[src/hdl/gcm_pkg.sv]
package gcm_pkg;

  localparam int ID_W = 16;
  localparam int HANDLE_W = 16;

  typedef enum logic [1:0] {
    CMD_LOAD_MOTHER = 2'd0,
    CMD_LOAD_FATHER = 2'd1,
    CMD_START       = 2'd2,
    CMD_UNUSED      = 2'd3
  } cmd_t;

  // packed gene: id, handle, frozen, coin
  typedef struct packed {
    logic [ID_W-1:0]     id;
    logic [HANDLE_W-1:0] handle;
    logic                frozen;
    logic                coin;
  } gene_t;

  typedef enum logic [2:0] {
    ST_IDLE,
    ST_SORT_RD,
    ST_SORT_KEY,
    ST_SORT_PRV,
    ST_SORT_CMP,
    ST_MRG_RD,
    ST_MRG_DEC,
    ST_DONE
  } state_t;

endpackage

[src/hdl/gcm_store.sv]
// One parent's gene list: synchronous memory, one write and one read port.
module gcm_store #(
  parameter int DEPTH = 64,
  parameter int AW = 6
) (
  input  logic            clk,
  input  logic            we,
  input  logic [AW-1:0]   waddr,
  input  gcm_pkg::gene_t  wdata,
  input  logic [AW-1:0]   raddr,
  output gcm_pkg::gene_t  rdata
);
  import gcm_pkg::*;

  gene_t mem [DEPTH];

  // write and registered read
  always_ff @(posedge clk) begin
    if (we) begin
      mem[waddr] <= wdata;
    end
    rdata <= mem[raddr];
  end

endmodule

[config.mk]
export PLATFORM = sky130hd
export DESIGN_NAME = gcm_store
export DESIGN_NICKNAME = d
export VERILOG_FILES = /design/src/hdl/gcm_pkg.sv /design/src/hdl/gcm_store.sv
export SDC_FILE = /design/constraint.sdc
export NUM_CORES = 2
export LEC_CHECK = 0
export BUFFER_PORTS_ARGS = -buffer_cell sky130_fd_sc_hd__buf_2
export CAP_MARGIN = 0
export CELL_PAD_IN_SITES_DETAIL_PLACEMENT = 1
export CELL_PAD_IN_SITES_GLOBAL_PLACEMENT = 2
export CORE_MARGIN = 1.5
export CORE_UTILIZATION = 51
export CTS_CLUSTER_DIAMETER = 60
export DETAILED_ROUTE_END_ITERATION = 6
export MAX_ROUTING_LAYER = met4
export PLACE_DENSITY = 0.85
export SLEW_MARGIN = 30
export SYNTH_ARGS = -nofsm -noshare
export SYNTH_HDL_FRONTEND = slang
export SYNTH_SLANG_ARGS = --single-unit
[constraint.sdc]
create_clock -name clk -period 5.45 [get_ports clk]
set_input_delay 1.635 -clock clk [delete_from_list [all_inputs] [get_ports clk]]
set_output_delay 1.635 -clock clk [all_outputs]
set_load 0.03 [all_outputs]
; ---- Yosys cells after proc, flatten, opt, wreduce, memory -nomap -nowiden
; Memories as Yosys holds them, arrays and structs flattened. A register that Yosys moved wholly into a read port is not among the register bits.
; Cells that the tools add are included.
[totals]
register_bits = 0
ramBits = 2176
in_bits = 48
output_inout_bits = 34
elab_cells = 3
n_memories = 1
[op_classes]
n_mux = 2
[memory_table]
columns = memory, words, word_bits, read_ports, rd_clocked_by_memory_dff, write_ports, line_no
row1 = mem, 64, 34, 1, 1, 1, gcm_store.sv:15  ; gene_t mem [DEPTH];
[ops]
columns = cell, n
row1 = 2-to-1 mux 1 bit, 2

; ---- Longest topological paths before layout
[logic_depth]
ltp_word = 2
depth_mapped = 10
depth_no_buf = 5

; ---- Worst setup path after synthesis
; OpenSTA, ideal clock, no wires.
[synth_path]
kind = input -> register
from = input waddr[3]
to = memory mem[48][0] (netlist name) (enable)
setup_time_ns = 0.467
arrival_time_ns = 4.468
required_time_ns = 4.983
slack_ns = 0.515
stages = 4
n_path_buf = 1
path_cell_list = clkbuf_1 -> nor2b_1 -> nand4b_1 -> nor3_1
[synth_rtl]
columns = element, line_no
row1 = start: declaration, gcm_store.sv:8  ; input logic [AW-1:0] waddr,
row2 = end: declaration, gcm_store.sv:15
; Straight into the memory's write port.

; ---- Worst setup path in the final report
[layout_path]
from = input waddr[2]
to = memory mem[57][18] (netlist name) (enable)
; Straight into the memory's write port.

==> qor.tcl <==
set qor(cts.root.buffer_cell) {sky130_fd_sc_hd__clkbuf_16}
set qor(yosysMostFrequentCell) {sky130_fd_sc_hd__edfxtp_1}
set qor(yosys.area.top_type) {sky130_fd_sc_hd__edfxtp_1}
set qor(total_met3_wirelength_after_detailed_routing_um) 28700
set qor(cts_tree) {yes}
set qor(area_growth_syn_to_layout_pct) 13.7
set qor(fin_skew_ns) 0.0539
set qor(detail_route.wirelength.met1_um) 88000
set qor(placementRows) 148
set qor(slew_violations) 0
set qor(nets) 4044
set qor(syn_avg_cell_area_um2) 22.4
set qor(cp_num_cells) 5
set qor(placement.io_buffers) 81
set qor(synth_seq_cells) 2210
set qor(final-hold-violation-count) 0
set qor(detail_route.first_pass.iterations) 5
set qor(io-pin-count) 82
set qor(number_of_buffers_and_inverters_on_the_critical_path) 2
set qor(number_of_post_cts_setup_repair_buffers) 0
set qor(timing.final.ws_setup_ns) 1.74
set qor(clock.fmax_ghz) 0.270
set qor(most_instantiated_cells_after_synthesis) {2,176 x sky130_fd_sc_hd__edfxtp_1, 472 x sky130_fd_sc_hd__mux4_2, 150 x sky130_fd_sc_hd__mux2i_1}
set qor(rsz0062_at_grt) {no}
set qor(endpoint_kind) {flop}
set qor(yosys_warnings) 0
set qor(outcome) {complete, no violations}
set qor(post_synth_num_cell_types) 41
set qor(synth.top_cells.by_area) {sky130_fd_sc_hd__edfxtp_1 78%, sky130_fd_sc_hd__mux4_2 13%, sky130_fd_sc_hd__mux2i_1 1.8%}
set qor(cts_made_buffers) 212
set qor(synth_sequential_area_ratio_pct) 78.8
set qor(routed_via_density) 6.77
set qor(worst_setup_path_start_kind) {input port}
set qor(timing_worst_slew_pin_value_ns) 1.07
set qor(synth_edf_count) 2176
set qor(whs_path_depth) 4
set qor(first_global_vias) 44900
set qor(syn_area_um2) 83800
set qor(relSlewSlack_pct) 28.7
set qor(core_um2) 163000
set qor(post_route_cells_drive_above_1_share_pct) 27.8
set qor(detail-route-antenna-nets) 0
set qor(detailedPlacementHpwl_um) 137000
set qor(gp_routability_congestion) 0.805
set qor(clock_insertion_delay_worst_skew_ns) 0.88
set qor(synth_ff_type) {sky130_fd_sc_hd__edfxtp_1}
set qor(grt_start_max_net_pins) 85
set qor(cts-resized-gates) 0
set qor(clkPwrFrac_pct) 41.8
set qor(pwr-share-comb_pct) 5.2
set qor(fin_tns_setup_ns) 0
set qor(grt_first_pass_wirelength_um) 348000
set qor(ctsHoldBuffers) 0
set qor(highest_layer) {met4}
set qor(post-route-drc-count) 0
set qor(initial_core_util_pct) 51.4
set qor(dr.first_iter.drc_count) 6507
set qor(route.vias.total) 43100
set qor(design.die.area_um2) 167000
set qor(numClockSinks) 2210
set qor(synth_largest_type_area_fraction_pct) 78.0
set qor(drt-wirelength-per-cell_um) 38.7
set qor(setup.worst_path.class) {in2reg}
set qor(path_delay_family) {simple AND/OR/NAND/NOR gates}
set qor(cp_max_fo) 15
set qor(groute.usage.overall_pct) 30.8
set qor(cts_max_path_buffers) 3
set qor(setup_viol) 0
set qor(post_synth_inst_count) 3744
set qor(detailedPlace.worstSlack_ns) 1.03
set qor(die_height_um) 408
set qor(min_period_over_period_pct) 68.1
set qor(finalWirelength_um) 246000
set qor(hold-worst-slack_ns) 0.862
set qor(seq_power_share_pct) 53.0
set qor(slowest_delay_ns) 0.89
set qor(synth_nets) 3792
set qor(power.internal_mw) 27.9
set qor(period_minus_slack_ns) 3.71
set qor(synth_async_sr_flop_share_pct) 0
set qor(drv_cap) 0
set qor(timing.critical_path.required_ns) 5.91
set qor(min_path_type) {reg2reg}
set qor(p_switching_mw) 7.75
set qor(crit_arrival_ns) 4.17
set qor(power_per_cell_area_nw_per_um2) 375
set qor(sw_frac_of_total_pct) 21.7
set qor(ir_worst_vdd_mv) 0.303
set qor(cts-htree-levels) 4
set qor(r2r.worst_path.cells) 5
set qor(die_width_um) 408
set qor(antenna_found_initial) 21
set qor(met2WireLength_um) 118000
set qor(grt_remaining_overflow) 0
set qor(path_cells) {buf_2 -> nor2_1 -> nand3_1 -> nor2_4 -> buf_4}
set qor(clk_transition_reported_paths_ns) 0.07
set qor(total_leakage_power_nw) 29.9
set qor(slowest_cp_cell) {sky130_fd_sc_hd__nor2_4}
[per-layer routing]
metal	vias to the layer above	track usage, %
met1	22900	40.3
met5	-	-
met3	589	6.59
met2	3153	47.2
li1	16500	-
met4	0	13.6
[worst paths after layout]
path | from | slack [ns] | to
setup reg to reg | mem[22][14] | 3.18 | rdata[14]
hold reg to reg | mem[42][1] | 0.86 | rdata[1]
hold / removal | mem[42][1] | 0.86 | rdata[1]
setup / recovery | waddr[2] | 1.74 | mem[57][18]
[logic make-up after synthesis]
family	Yosys count	synth area share, %
AOI/OAI and AO/OA	297	2.65
buffers and inverters	215	1.36
DFF	2210	78.8
muxes	676	15.2
and+or+nand+nor	346	1.97
[power by group through the flow]
stage	clock network [mW]	registers, mW	logic, mW
detailed placement	0	19.3	1.82
floorplan	0	19.3	0.918
CTS	15.0	18.9	1.85
finish	14.9	18.9	1.86
global route	15.5	18.9	1.93
global placement	0	19.3	1.74
[metrics by stage]
step	power [mW]	instance area, um^2	utilization [%]	instances
after global routing	36.4	95300	58.5	6368
after global placement	21.0	88100	54.0	5954
after detailed placement	21.1	88200	54.1	5957
final	35.7	95300	58.5	6371
after floorplan	20.2	83800	-	3744
after CTS	35.8	95200	58.4	6354
[sequential cells by signal, indices dropped and copies added (netlist names)]
register  flops
mem        2176
rdata        34
[cell type report]
cell class / instances / area [um^2]
Fill cell: 13500 / 67700
Sequential cell: 2210 / 66000
Multi-Input combinational cell: 1319 / 17100
Clock buffer: 285 / 5810
Tap cell: 2175 / 2720
Timing Repair Buffer: 252 / 2330
Clock inverter: 112 / 1230
Antenna cell: 17 / 42.5
Inverter: 1 / 3.75
[worst reg2reg max path, delay by kind of cell, from the launching register on]
family	cells	cell delay [ns]
flops	1	0.40
mux	1	0.49
compound gates	3	0.91
simple gates	1	0.30
[cells in the final DEF (no fill, tap or decap), types with 54 or more instances in the layout]
cell,instances
sky130_fd_sc_hd__edfxtp_1,2176
sky130_fd_sc_hd__mux4_2,472
sky130_fd_sc_hd__clkbuf_16,215
sky130_fd_sc_hd__buf_4,153
sky130_fd_sc_hd__mux2i_1,150
sky130_fd_sc_hd__o22ai_1,85
sky130_fd_sc_hd__nand2_1,79
sky130_fd_sc_hd__nand3_1,69
sky130_fd_sc_hd__nor2_4,63
sky130_fd_sc_hd__a22oi_1,55
sky130_fd_sc_hd__mux2_2,54
(Power assumes the default switching activity.)
